## config.mk

```make
export PLATFORM = sky130hd
export DESIGN_NAME = unified_diff_hunk_parser_unit
export DESIGN_NICKNAME = d
export VERILOG_FILES = /design/src/rtl/core/uhp_pkg.sv /design/src/rtl/core/unified_diff_hunk_parser_unit.sv /design/src/rtl/core/uhp_front.sv /design/src/rtl/core/uhp_queue.sv /design/src/rtl/core/uhp_back.sv
export SDC_FILE = /design/constraint.sdc
export NUM_CORES = 1
export LEC_CHECK = 0
export BUFFER_PORTS_ARGS = -buffer_cell sky130_fd_sc_hd__buf_2
export CORE_ASPECT_RATIO = 1.1
export CORE_MARGIN = 4
export CORE_UTILIZATION = 35
export CTS_CLUSTER_SIZE = 10
export DETAILED_ROUTE_END_ITERATION = 8
export SLEW_MARGIN = 20
export SYNTH_ARGS = -nofsm -noshare
export SYNTH_HDL_FRONTEND = slang
export SYNTH_SLANG_ARGS = --single-unit
```

## constraint.sdc

```tcl
create_clock -name i_clk -period 6.4 [get_ports i_clk]
set_input_delay 0.96 -clock i_clk [delete_from_list [all_inputs] [get_ports i_clk]]
set_output_delay 0.96 -clock i_clk [all_outputs]
set_load 0.1 [all_outputs]
```

## src/rtl/core/uhp_pkg.sv

```systemverilog
// package for the unified diff hunk parser
// shared byte codes, header steps, line kinds and the token word type
// no dependencies
`timescale 1ns / 1ps

package uhp_pkg;

    localparam int NUMBER_BITS_DEF = 32;
    localparam int PORT_BITS       = 32;
    localparam int QUEUE_DEPTH     = 4;
    localparam int QPTR_BITS       = $clog2(QUEUE_DEPTH);

    // byte codes
    localparam logic [7:0] CH_NL    = 8'd10;
    localparam logic [7:0] CH_SPACE = 8'h20;
    localparam logic [7:0] CH_PLUS  = 8'h2B;
    localparam logic [7:0] CH_COMMA = 8'h2C;
    localparam logic [7:0] CH_MINUS = 8'h2D;
    localparam logic [7:0] CH_ZERO  = 8'h30;
    localparam logic [7:0] CH_NINE  = 8'h39;
    localparam logic [7:0] CH_AT    = 8'h40;

    // line kinds, also used as the body line class
    localparam logic [2:0] KIND_HEADER = 3'd0;
    localparam logic [2:0] KIND_SAME   = 3'd1;
    localparam logic [2:0] KIND_DEL    = 3'd2;
    localparam logic [2:0] KIND_INS    = 3'd3;
    localparam logic [2:0] KIND_BAD    = 3'd4;
    localparam logic [2:0] CLS_NONE    = 3'd0;

    // header recogniser steps for "@@ -a,b +c,d @@"
    localparam logic [3:0] HS_AT0      = 4'd0;
    localparam logic [3:0] HS_AT1      = 4'd1;
    localparam logic [3:0] HS_SP0      = 4'd2;
    localparam logic [3:0] HS_MINUS    = 4'd3;
    localparam logic [3:0] HS_OS_FIRST = 4'd4;
    localparam logic [3:0] HS_OS_MORE  = 4'd5;
    localparam logic [3:0] HS_OC_FIRST = 4'd6;
    localparam logic [3:0] HS_OC_MORE  = 4'd7;
    localparam logic [3:0] HS_PLUS     = 4'd8;
    localparam logic [3:0] HS_NS_FIRST = 4'd9;
    localparam logic [3:0] HS_NS_MORE  = 4'd10;
    localparam logic [3:0] HS_NC_FIRST = 4'd11;
    localparam logic [3:0] HS_NC_MORE  = 4'd12;
    localparam logic [3:0] HS_AT2      = 4'd13;
    localparam logic [3:0] HS_AT3      = 4'd14;
    localparam logic [3:0] HS_DONE     = 4'd15;

    // classified byte as it travels from front to back
    typedef struct packed {
        logic       nl;
        logic       digit;
        logic       at;
        logic       space;
        logic       minus;
        logic       plus;
        logic       comma;
        logic [3:0] dval;
    } t_token;

    typedef enum logic [1:0] {
        MODE_HEADER = 2'b01,
        MODE_BODY   = 2'b10
    } t_mode;

endpackage

```

## src/rtl/core/unified_diff_hunk_parser_unit.sv

```systemverilog
// unified diff hunk parser: one text byte a cycle in while o_stall is low, one word per hunk header or body line out
// a newline word passes the token queue and the back end's output register before it shows on o_valid
// the back end takes one token per cycle, but holds a newline while the output register is stalled
// o_stall rises only while the four-word token queue is full
// reset: synchronous, active low; expects a header line, counts back to 1, no clearing pass
// depends on uhp_pkg, uhp_front, uhp_queue, uhp_back
`timescale 1ns / 1ps

module unified_diff_hunk_parser_unit
    import uhp_pkg::*;
#(
    parameter int NUMBER_BITS = NUMBER_BITS_DEF
) (
    input  logic                 i_clk,
    input  logic                 i_rst_n,
    // text byte channel
    input  logic                 i_valid,
    input  logic [7:0]           i_text_byte,
    output logic                 o_stall,
    // line result channel
    output logic                 o_valid,
    input  logic                 i_stall,
    output logic [2:0]           o_line_kind,
    output logic [PORT_BITS-1:0] o_before_start,
    output logic [PORT_BITS-1:0] o_before_count,
    output logic [PORT_BITS-1:0] o_after_start,
    output logic [PORT_BITS-1:0] o_after_count,
    output logic                 o_hunk_done
);

    // front to queue
    logic   w_push;
    t_token w_push_token;
    logic   w_queue_full;

    // queue to back
    logic   w_tok_valid;
    t_token w_tok;
    logic   w_pop;

    // classify each byte as it is taken
    uhp_front u_front (
        .i_valid      (i_valid),
        .i_text_byte  (i_text_byte),
        .i_queue_full (w_queue_full),
        .o_stall      (o_stall),
        .o_push       (w_push),
        .o_token      (w_push_token)
    );

    // decouples byte intake from a result stall at the output
    uhp_queue u_queue (
        .i_clk   (i_clk),
        .i_rst_n (i_rst_n),
        .i_push  (w_push),
        .i_token (w_push_token),
        .i_pop   (w_pop),
        .o_full  (w_queue_full),
        .o_valid (w_tok_valid),
        .o_token (w_tok)
    );

    // header parse, body counting, output register
    // a newline word is only taken when the output register can accept a result
    uhp_back #(
        .NUMBER_BITS (NUMBER_BITS)
    ) u_back (
        .i_clk          (i_clk),
        .i_rst_n        (i_rst_n),
        .i_tok_valid    (w_tok_valid),
        .i_token        (w_tok),
        .o_pop          (w_pop),
        .i_stall        (i_stall),
        .o_valid        (o_valid),
        .o_line_kind    (o_line_kind),
        .o_before_start (o_before_start),
        .o_before_count (o_before_count),
        .o_after_start  (o_after_start),
        .o_after_count  (o_after_count),
        .o_hunk_done    (o_hunk_done)
    );

endmodule

```

## src/rtl/core/uhp_front.sv

```systemverilog
// front end: takes text bytes and classifies them into token words
// depends on uhp_pkg
`timescale 1ns / 1ps

module uhp_front
    import uhp_pkg::*;
(
    input  logic       i_valid,
    input  logic [7:0] i_text_byte,
    input  logic       i_queue_full,
    output logic       o_stall,
    output logic       o_push,
    output t_token     o_token
);

    logic [7:0] w_diff;

    assign o_stall = i_queue_full;
    assign o_push  = i_valid && !i_queue_full;
    assign w_diff  = i_text_byte - CH_ZERO;

    always_comb begin
        o_token.nl    = (i_text_byte == CH_NL);
        o_token.digit = (i_text_byte >= CH_ZERO) && (i_text_byte <= CH_NINE);
        o_token.at    = (i_text_byte == CH_AT);
        o_token.space = (i_text_byte == CH_SPACE);
        o_token.minus = (i_text_byte == CH_MINUS);
        o_token.plus  = (i_text_byte == CH_PLUS);
        o_token.comma = (i_text_byte == CH_COMMA);
        o_token.dval  = w_diff[3:0];
    end

endmodule

```

## src/rtl/core/uhp_queue.sv

```systemverilog
// short token queue between front and back
// depends on uhp_pkg
`timescale 1ns / 1ps

module uhp_queue
    import uhp_pkg::*;
(
    input  logic   i_clk,
    input  logic   i_rst_n,
    input  logic   i_push,
    input  t_token i_token,
    input  logic   i_pop,
    output logic   o_full,
    output logic   o_valid,
    output t_token o_token
);

    t_token               r_mem [QUEUE_DEPTH];
    logic [QPTR_BITS-1:0] r_wr_ptr, n_wr_ptr;
    logic [QPTR_BITS-1:0] r_rd_ptr, n_rd_ptr;
    logic [QPTR_BITS:0]   r_count,  n_count;
    logic                 w_do_push, w_do_pop;

    assign o_full    = (r_count == (QPTR_BITS + 1)'(QUEUE_DEPTH));
    assign o_valid   = (r_count != '0);
    assign o_token   = r_mem[r_rd_ptr];
    assign w_do_push = i_push && !o_full;
    assign w_do_pop  = i_pop && o_valid;

    always_comb begin
        n_wr_ptr = w_do_push ? r_wr_ptr + 1'b1 : r_wr_ptr;
        n_rd_ptr = w_do_pop  ? r_rd_ptr + 1'b1 : r_rd_ptr;
        n_count  = r_count;
        if (w_do_push && !w_do_pop) begin
            n_count = r_count + 1'b1;
        end else if (w_do_pop && !w_do_push) begin
            n_count = r_count - 1'b1;
        end
    end

    always_ff @(posedge i_clk) begin
        if (!i_rst_n) begin
            r_wr_ptr <= '0;
            r_rd_ptr <= '0;
            r_count  <= '0;
        end else begin
            r_wr_ptr <= n_wr_ptr;
            r_rd_ptr <= n_rd_ptr;
            r_count  <= n_count;
        end
    end

    always_ff @(posedge i_clk) begin
        if (w_do_push) begin
            r_mem[r_wr_ptr] <= i_token;
        end
    end

endmodule

```

## src/rtl/core/uhp_back.sv

```systemverilog
// back end: header recogniser, body line counter and output register
// depends on uhp_pkg
`timescale 1ns / 1ps

module uhp_back
    import uhp_pkg::*;
#(
    parameter int NUMBER_BITS = NUMBER_BITS_DEF
) (
    input  logic                 i_clk,
    input  logic                 i_rst_n,
    input  logic                 i_tok_valid,
    input  t_token               i_token,
    output logic                 o_pop,
    input  logic                 i_stall,
    output logic                 o_valid,
    output logic [2:0]           o_line_kind,
    output logic [PORT_BITS-1:0] o_before_start,
    output logic [PORT_BITS-1:0] o_before_count,
    output logic [PORT_BITS-1:0] o_after_start,
    output logic [PORT_BITS-1:0] o_after_count,
    output logic                 o_hunk_done
);

    localparam int NW = (NUMBER_BITS >= 32) ? 32 : NUMBER_BITS;

    function automatic logic [NW-1:0] f_adjust(input logic [NW-1:0] start,
                                               input logic [NW-1:0] count);
        logic [NW-1:0] res;
        res = start;
        if (start != '0 && count == '0 && !(&start)) begin
            res = start + 1'b1;
        end
        return res;
    endfunction

    t_mode          r_mode, n_mode;
    logic [3:0]     r_step, n_step;
    logic [2:0]     r_cls, n_cls;
    logic [NW-1:0]  r_acc, n_acc;
    logic [NW-1:0]  r_old_start, n_old_start, r_old_count, n_old_count;
    logic [NW-1:0]  r_new_start, n_new_start, r_new_count, n_new_count;
    logic [NW-1:0]  r_old_left, n_old_left, r_new_left, n_new_left;
    logic           r_out_valid, n_out_valid;
    logic [2:0]     r_kind, n_kind;
    logic [NW-1:0]  r_bs, n_bs, r_bc, n_bc, r_as, n_as, r_ac, n_ac;
    logic           r_done, n_done;

    logic            w_out_free;
    logic [NW+3:0]   w_mac;
    logic [NW-1:0]   w_acc_sat;
    logic            w_first_digit, w_more_digit;
    logic            w_hdr_body;
    logic            w_bad_line;
    logic [NW-1:0]   w_old_dec, w_new_dec;

    assign w_out_free = !r_out_valid || !i_stall;
    assign o_pop      = i_tok_valid && (!i_token.nl || w_out_free);

    // times-ten accumulate with saturation
    assign w_mac = ({4'b0, r_acc} << 3) + ({4'b0, r_acc} << 1)
                 + (NW + 4)'(i_token.dval);
    assign w_acc_sat = (|w_mac[NW+3:NW]) ? '1 : w_mac[NW-1:0];

    assign w_first_digit = i_token.digit &&
        (r_step == HS_OS_FIRST || r_step == HS_OC_FIRST ||
         r_step == HS_NS_FIRST || r_step == HS_NC_FIRST);
    assign w_more_digit = i_token.digit &&
        (r_step == HS_OS_MORE || r_step == HS_OC_MORE ||
         r_step == HS_NS_MORE || r_step == HS_NC_MORE);

    assign w_hdr_body = (r_old_count != '0) || (r_new_count != '0);

    assign w_bad_line = (r_cls == KIND_SAME && (r_old_left == '0 || r_new_left == '0))
                     || (r_cls == KIND_DEL && r_old_left == '0)
                     || (r_cls == KIND_INS && r_new_left == '0)
                     || (r_cls == CLS_NONE) || (r_cls == KIND_BAD);

    assign w_old_dec = (r_cls != KIND_INS) ? r_old_left - 1'b1 : r_old_left;
    assign w_new_dec = (r_cls != KIND_DEL) ? r_new_left - 1'b1 : r_new_left;

    always_comb begin
        n_mode      = r_mode;
        n_step      = r_step;
        n_cls       = r_cls;
        n_acc       = r_acc;
        n_old_start = r_old_start;
        n_old_count = r_old_count;
        n_new_start = r_new_start;
        n_new_count = r_new_count;
        n_old_left  = r_old_left;
        n_new_left  = r_new_left;
        n_out_valid = r_out_valid && i_stall;
        n_kind      = r_kind;
        n_bs        = r_bs;
        n_bc        = r_bc;
        n_as        = r_as;
        n_ac        = r_ac;
        n_done      = r_done;

        if (o_pop) begin
            if (i_token.nl) begin
                n_step = HS_AT0;
                n_acc  = '0;
                n_cls  = CLS_NONE;
            end
            if (r_mode == MODE_HEADER) begin
                if (i_token.nl) begin
                    if (r_cls != KIND_BAD && r_step == HS_DONE) begin
                        n_old_left  = r_old_count;
                        n_new_left  = r_new_count;
                        n_mode      = w_hdr_body ? MODE_BODY : MODE_HEADER;
                        n_out_valid = 1'b1;
                        n_kind      = KIND_HEADER;
                        n_bs        = f_adjust(r_old_start, r_old_count);
                        n_bc        = r_old_count;
                        n_as        = f_adjust(r_new_start, r_new_count);
                        n_ac        = r_new_count;
                        n_done      = !w_hdr_body;
                    end
                end else if (r_cls != KIND_BAD) begin
                    if (w_first_digit) begin
                        n_acc  = NW'(i_token.dval);
                        n_step = r_step + 1'b1;
                    end else if (w_more_digit) begin
                        n_acc = w_acc_sat;
                    end else begin
                        // any byte that fits nowhere rejects the line
                        n_cls = KIND_BAD;
                        case (r_step)
                            HS_AT0, HS_AT1, HS_AT2, HS_AT3: begin
                                if (i_token.at) begin
                                    n_step = r_step + 1'b1;
                                    n_cls  = r_cls;
                                end
                            end
                            HS_SP0: begin
                                if (i_token.space) begin
                                    n_step = HS_MINUS;
                                    n_cls  = r_cls;
                                end
                            end
                            HS_MINUS: begin
                                if (i_token.minus) begin
                                    n_step = HS_OS_FIRST;
                                    n_cls  = r_cls;
                                end
                            end
                            HS_PLUS: begin
                                if (i_token.plus) begin
                                    n_step = HS_NS_FIRST;
                                    n_cls  = r_cls;
                                end
                            end
                            HS_OS_MORE: begin
                                if (i_token.comma) begin
                                    n_old_start = r_acc;
                                    n_step      = HS_OC_FIRST;
                                    n_cls       = r_cls;
                                end else if (i_token.space) begin
                                    n_old_start = r_acc;
                                    n_old_count = NW'(1);
                                    n_step      = HS_PLUS;
                                    n_cls       = r_cls;
                                end
                            end
                            HS_OC_MORE: begin
                                if (i_token.space) begin
                                    n_old_count = r_acc;
                                    n_step      = HS_PLUS;
                                    n_cls       = r_cls;
                                end
                            end
                            HS_NS_MORE: begin
                                if (i_token.comma) begin
                                    n_new_start = r_acc;
                                    n_step      = HS_NC_FIRST;
                                    n_cls       = r_cls;
                                end else if (i_token.space) begin
                                    n_new_start = r_acc;
                                    n_new_count = NW'(1);
                                    n_step      = HS_AT2;
                                    n_cls       = r_cls;
                                end
                            end
                            HS_NC_MORE: begin
                                if (i_token.space) begin
                                    n_new_count = r_acc;
                                    n_step      = HS_AT2;
                                    n_cls       = r_cls;
                                end
                            end
                            default: begin
                                n_cls = KIND_BAD;
                            end
                        endcase
                    end
                end
            end else begin
                if (!i_token.nl) begin
                    if (r_cls == CLS_NONE) begin
                        if (i_token.space) begin
                            n_cls = KIND_SAME;
                        end else if (i_token.minus) begin
                            n_cls = KIND_DEL;
                        end else if (i_token.plus) begin
                            n_cls = KIND_INS;
                        end else begin
                            n_cls = KIND_BAD;
                        end
                    end
                end else begin
                    n_out_valid = 1'b1;
                    n_bs        = '0;
                    n_bc        = '0;
                    n_as        = '0;
                    n_ac        = '0;
                    if (w_bad_line) begin
                        n_mode = MODE_HEADER;
                        n_kind = KIND_BAD;
                        n_done = 1'b0;
                    end else begin
                        n_old_left = w_old_dec;
                        n_new_left = w_new_dec;
                        n_kind     = r_cls;
                        n_done     = (w_old_dec == '0) && (w_new_dec == '0);
                        if (w_old_dec == '0 && w_new_dec == '0) begin
                            n_mode = MODE_HEADER;
                        end
                    end
                end
            end
        end
    end

    always_ff @(posedge i_clk) begin
        if (!i_rst_n) begin
            r_mode      <= MODE_HEADER;
            r_step      <= HS_AT0;
            r_cls       <= CLS_NONE;
            r_acc       <= '0;
            r_old_start <= '0;
            r_old_count <= NW'(1);
            r_new_start <= '0;
            r_new_count <= NW'(1);
            r_old_left  <= '0;
            r_new_left  <= '0;
            r_out_valid <= 1'b0;
        end else begin
            r_mode      <= n_mode;
            r_step      <= n_step;
            r_cls       <= n_cls;
            r_acc       <= n_acc;
            r_old_start <= n_old_start;
            r_old_count <= n_old_count;
            r_new_start <= n_new_start;
            r_new_count <= n_new_count;
            r_old_left  <= n_old_left;
            r_new_left  <= n_new_left;
            r_out_valid <= n_out_valid;
        end
    end

    always_ff @(posedge i_clk) begin
        r_kind <= n_kind;
        r_bs   <= n_bs;
        r_bc   <= n_bc;
        r_as   <= n_as;
        r_ac   <= n_ac;
        r_done <= n_done;
    end

    assign o_valid        = r_out_valid;
    assign o_line_kind    = r_kind;
    assign o_before_start = PORT_BITS'(r_bs);
    assign o_before_count = PORT_BITS'(r_bc);
    assign o_after_start  = PORT_BITS'(r_as);
    assign o_after_count  = PORT_BITS'(r_ac);
    assign o_hunk_done    = r_done;

endmodule

```

== Word-level counts from Yosys, hierarchy flattened ==
Memories as Yosys holds them, arrays and structs flattened. A register that Yosys moved wholly into a read port is not among the register bits.
Index checks and enable logic that the tools add are counted.

* $add $sub $neg: 12
* Order comparisons: 2
* Eq/ne operators: 42
* Multiplexer cells: 96
* Bitwise gates (word level): 3
* Reduce and logical (&&, ||, !) cells: 74

{| class="wikitable"
|+ Operators with widths
! kind !! count
|-
| 32-bit 2-to-1 mux || 34
|-
| 32-bit logical NOT || 6
|-
| 32-bit case mux with 2 select lines || 2
|-
| 32-bit nonzero test || 4
|-
| 3-bit 2-to-1 mux || 23
|-
| 32-bit by 1-bit adder with 32-bit output, second input constant || 2
|-
| 32-bit AND reduction || 2
|-
| 32-bit by 1-bit subtractor with 32-bit output, second input constant || 2
|-
| 4-bit 2-to-1 mux || 14
|-
| 35-bit by 33-bit adder with 36-bit output || 1
|-
| 36-bit by 4-bit adder with 36-bit output || 1
|-
| 4-bit == test, second input constant || 8
|-
| 8-bit by 6-bit == test with 1-bit output, second input constant || 4
|-
| 4-bit case mux with 8 select lines || 1
|-
| 7-bit by 6-bit inequality test with 1-bit output, second input constant || 4
|-
| 10-bit AND reduction || 2
|-
| 1-bit logical AND || 19
|-
| 2-bit 2-to-1 mux || 9
|-
| 4-bit by 3-bit == test with 1-bit output, second input constant || 4
|-
| 8-bit AND reduction || 2
|-
| 3-bit case mux with 5 select lines || 1
|-
| 1-bit logical OR || 14
|-
| 1-bit 2-to-1 mux || 12
|-
| 1-bit logical NOT || 9
|-
| 30 further kinds || 49
|}

* Flip-flop bits (word level): 373
* Bits in writable memories: 44
* Bits of input ports: 12
* Output and inout port bits: 134
* Logic and storage cells: 250
* Memories kept: 1

{| class="wikitable"
|+ Memory list
! memory !! words !! width !! read ports !! clocked after Yosys merged registers in !! write ports !! RTL line !! source
|-
| u_queue.r_mem || 4 || 11 || 1 || 1 || 1 || uhp_queue.sv:18 || <nowiki>t_token r_mem [QUEUE_DEPTH];</nowiki>
|}

== Depth between registers and ports, before layout ==
* Word-level depth: 10
* Gate-level depth with buffers: 17
* Depth with buffers taken out: 15

== Modules after synthesis ==
A second synthesis with hierarchy kept.

* Cells, all modules: 2518
* Area, all modules: 22575.4 um^2

{| class="wikitable"
|+ Modules (own cells, without submodules)
! module !! times used !! cells each !! area an instance (um^2) !! seq. area each (um^2)
|-
| uhp_back || 1 || 2391 || 20347.0 || 8648.3
|-
| uhp_queue || 1 || 105 || 2072.0 || 1501.4
|-
| uhp_front || 1 || 22 || 156.4 || 0.0
|}

== Worst setup path before layout ==
OpenSTA, ideal clock, no wires.

* Path type: input-to-reg
* From: input i_stall
* To: register u_back.r_ac[0], in the netlist u_back.o_after_count[0] (enable)
* Library setup time: 0.485 ns
* Arrival time: 4.341 ns
* Data required time: 5.915 ns
* Path slack: 1.574 ns
* Stages on the path: 4
* Path buffers: 0
* Cell sequence: a31oi_1 -> nand2_1 -> a21o_1 -> inv_1

* Cells in the longest elaborated chain, start to end: 5

{| class="wikitable"
|+ RTL lines
! what !! RTL line !! source
|-
| start: declaration || unified_diff_hunk_parser_unit.sv:22 || <nowiki>input logic i_stall,</nowiki>
|-
| 1-bit logical NOT || uhp_back.sv:57 || <nowiki>assign w_out_free = !r_out_valid || !i_stall;</nowiki>
|-
| 1-bit logical OR || uhp_back.sv:57 ||
|-
| 1-bit logical OR || uhp_back.sv:58 || <nowiki>assign o_pop = i_tok_valid && (!i_token.nl || w_out_free);</nowiki>
|-
| 1-bit logical AND || uhp_back.sv:58 ||
|-
| 3-bit AND reduction (no line) || - ||
|-
| end signal: assignment || uhp_back.sv:269 || <nowiki>r_ac <= n_ac;</nowiki>
|-
| end: declaration || uhp_back.sv:46 || <nowiki>logic [NW-1:0] r_bs, n_bs, r_bc, n_bc, r_as, n_as, r_ac, n_ac;</nowiki>
|}

No other way between the ends.
A chain may end at the register's enable or synchronous reset.

==> results by group <==
Final layout
  – N_diodes: 0
  – Commonest non-fill, non-tap cells in the layout: nand2_1, dfxtp_1, nor2_1
  – Layout Nets: 2649
  – Most common cell after layout, fill and taps aside: nand2_1
  – Area grow syn2layout: 13.1%
  – Layout cells sized above 1: 10.7%

GRT
  – Remaining Overflow, GRT: 0
  – Largest net degree at the start of global routing: 120
  – Initial antenna violation count: 0
  – First-pass GRT wire length: 106 mm
  – Vias in the first global route: 18.3k
  – GRT Resource Usage Total: 19.2%

Timing
  – Final Slew Violations: 0
  – Rel. slew slack: 27.8%
  – Fmax: 189 MHz
  – Final period utilization: 82.7%
  – Fin. Hold Viols: 0
  – RSZ-0062 raised after global routing: no
  – Setup Total Neg Slack: 0 ns
  – Worst hold margin: 0.477 ns
  – Min cycle time layout: 5.29 ns
  – Worst-Margin Slew: 1.08 ns
  – Final Setup Violations: 0
  – Clk_skew: 0.0122 ns

Yosys
  – Seq/Total Area, Yosys: 45.3%
  – Syn Area/Cell: 9.02 µm²
  – Cell taking the most area after synthesis: edfxtp_1
  – Ys async rst share: 0%
  – Gate Count Post-Synth: 2485
  – Area share of the largest cell type after synthesis: 23.6%
  – Top_reg_cell synth: dfxtp_1
  – Synthesized flop and latch total: 419
  – EDFF count, synth: 176
  – Top cells by area, synth: edfxtp_1, dfxtp_1, nand2_1
  – Synthesis Warnings: 0
  – Mapped Area: 22400 µm²
  – Yosys cell types: 84
  – Syn_nets: 2578

Worst setup path
  – Crit path max fanout: 23
  – Required time worst endpoint: 6.86 ns
  – Delay of the slowest critical-path stage: 0.69 ns
  – Worst path cell trace: mux4_2 -> fa_1 -> ha_1 -> a211oi_1 -> o21ai_0 -> o2111ai_1 -> and3_1 -> o41a_1 -> o211ai_1 -> and3_1 -> o211ai_1 -> buf_4 -> or3b_2 -> a32o_1
  – Slowest stage cell on the critical path: dfxtp_1
  – Data arrival, critical path: 5.76 ns
  – Crit path launch type: register
  – CP Class: register to register
  – Nature of the critical path endpoint: register

Route
  – Final ANT Viol Nets: 0
  – Vias per inst: 5.53
  – Avg WL per Cell: 19.9 µm
  – DRT iter0 DRCs: 1494
  – WL final: 68.2 mm
  – First drt pass iteration count: 8
  – Via count: 19.0k
  – Post-route DRC: 0

Floorplan
  – DIE AREA: 68100 µm²
  – # IOs: 146
  – Core area: 63600 µm²
  – Die W: 249 µm
  – Initial core utilization: 35.2%
  – Die extent in y: 273 µm
  – # rows: 97

Status
  – Outcome: finished, final reports clean

Clock network
  – Maximum clock path buffer count: 3
  – # Post-CTS Setup Buffers: 0
  – TritonCTS buffer count: 50
  – H-tree Lvls: 2
  – CTS Hold Buffers Added: 0
  – Cts repair resizes: 0
  – Clock sink total: 419
  – Root Driver: clkbuf_16
  – Clock transition at path regs: 0.06 ns
  – Worst-Skew Late Latency: 0.58 ns
  – TritonCTS clock tree: built

Run
  – Max-Cap Viols: 0

Worst hold path
  – Hold WC Path Type: register to register
  – Hold Path Origin: u_back.r_old_count[31]$_SDFFE_PN0P_

Placement
  – IO Port Bufs: 145
  – Routability Congestion: 0.896
  – HPWL Detailed: 48.1 mm

Power and ir drop
  – Peak VDD IR: 240 µV
  – Sequential Power Share: 46.1%
  – Leakage power total: 0.00952 µW
  – Net Sw Frac: 26.2%
  – Pwr/cell area: 246 nW/µm²
  – NetSw: 1640 µW
  – Logic pwr share: 11.7%
  – Clock share of power: 42.2%
  – P_int: 4600 µW
-- critical path, delay by kind of cell (launching register included) --
kind,cells,cell delay [ns]
adders and majority gates,2,0.80
buffers and inverters,1,0.34
AOI/OAI and AO/OA,7,1.99
and+or+nand+nor,3,0.88
DFF,1,0.69
muxes,1,0.46
-- final timing paths --
| path | end | slack (ns) | cells after the start |
|---|---|---|---|
| setup / recovery | u_back.r_acc[24]$_SDFFE_PN0P_ | 1.11 | 14 |
| hold / removal | u_back.r_old_count[31]$_SDFFE_PN0P_ | 0.48 | 2 |
| setup reg to reg | u_back.r_acc[24]$_SDFFE_PN0P_ | 1.11 | 14 |
| hold reg to reg | u_back.r_old_count[31]$_SDFFE_PN0P_ | 0.48 | 2 |
-- stage by stage --
stage	total power, µW	util (%)	cell area (µm²)	instances	worst slack (ns)
floorplan	3410	-	22400	2485	1.57
global placement	3640	37.5	23800	3344	1.26
detailed placement	3650	37.5	23800	3344	1.19
CTS	6290	39.8	25300	3428	1.15
global route	6470	39.9	25300	3429	0.808
finish	6240	39.9	25300	3429	1.11
-- synth_stat cells, types with 36 or more instances --
cell      instances
a21boi_0        149
a21oi_1         121
and2_1          109
clkbuf_1        142
dfxtp_1         243
edfxtp_1        176
ha_1             78
inv_1            46
nand2_1         315
nand3_1         109
nor2_1          208
nor2b_1          36
nor3_1           58
nor4_1           59
o21ai_0         141
xnor2_1          56
xor2_1           57
-- logic make-up (layout without fill, tap and decap cells) --
kind of cell | after synthesis | in the layout | synth area share [%]
AND/OR/NAND/NOR | 1048 | 1048 | 23.0
AO/OA/AOI/OAI | 604 | 604 | 17.6
flip-flops | 419 | 419 | 45.3
buffers and inverters | 198 | 301 | 3.38
XOR/XNOR | 114 | 114 | 4.49
adder cells (fa/ha/maj) | 82 | 82 | 4.67
multiplexers | 20 | 20 | 1.47
-- power groups by stage --
stage / sequential [µW] / clock, µW / combinational [µW]
3_5_place_dp: 2930 / 0 / 719
5_1_grt: 2880 / 2800 / 795
2_1_floorplan: 2900 / 0 / 513
4_1_cts: 2880 / 2690 / 723
6_report: 2880 / 2630 / 731
3_3_place_gp: 2930 / 0 / 714
-- final cells by class --
| type | instances | area [µm²] |
|---|---|---|
| multi-input combinational | 1868 | 11500 |
| tap | 841 | 1050 |
| sequential | 419 | 10100 |
| timing repair buffer | 171 | 943 |
| inverter | 46 | 178 |
| clock inverter | 3 | 26.3 |
| fill | 6357 | 38300 |
| clock buffer | 81 | 1460 |
-- registers in the layout, summed over array words and instances (netlist names), named ones only --
name and flops:
u_queue.r_rd_ptr 2, u_back.o_before_start 32, u_back.o_before_count 32, u_back.r_acc 32, u_back.o_after_start 32, u_back.r_old_count 32
u_back.r_new_left 32, u_back.o_valid 1, u_back.r_cls 3, u_queue.r_mem 44, u_back.o_hunk_done 1, u_queue.r_wr_ptr 2
u_back.o_line_kind 3, u_back.r_step 4, u_back.r_new_count 32, u_back.r_mode 2, u_back.r_old_start 32, u_back.r_new_start 32
u_queue.r_count 3, u_back.o_after_count 32, u_back.r_old_left 32
-- layer usage --
metal / up-vias / track usage (%) / share of wire, % / routed length, µm
met2: 567 / 32.0 / 47 / 32000
met3: 136 / 2.88 / 5.5 / 3780
met1: 9179 / 25.6 / 44 / 30000
met4: 0 / 6.68 / 3.5 / 2360
met5: - / 0 / 0 / 0
li1: 9079 / - / - / -
(Power assumes the default switching activity.)
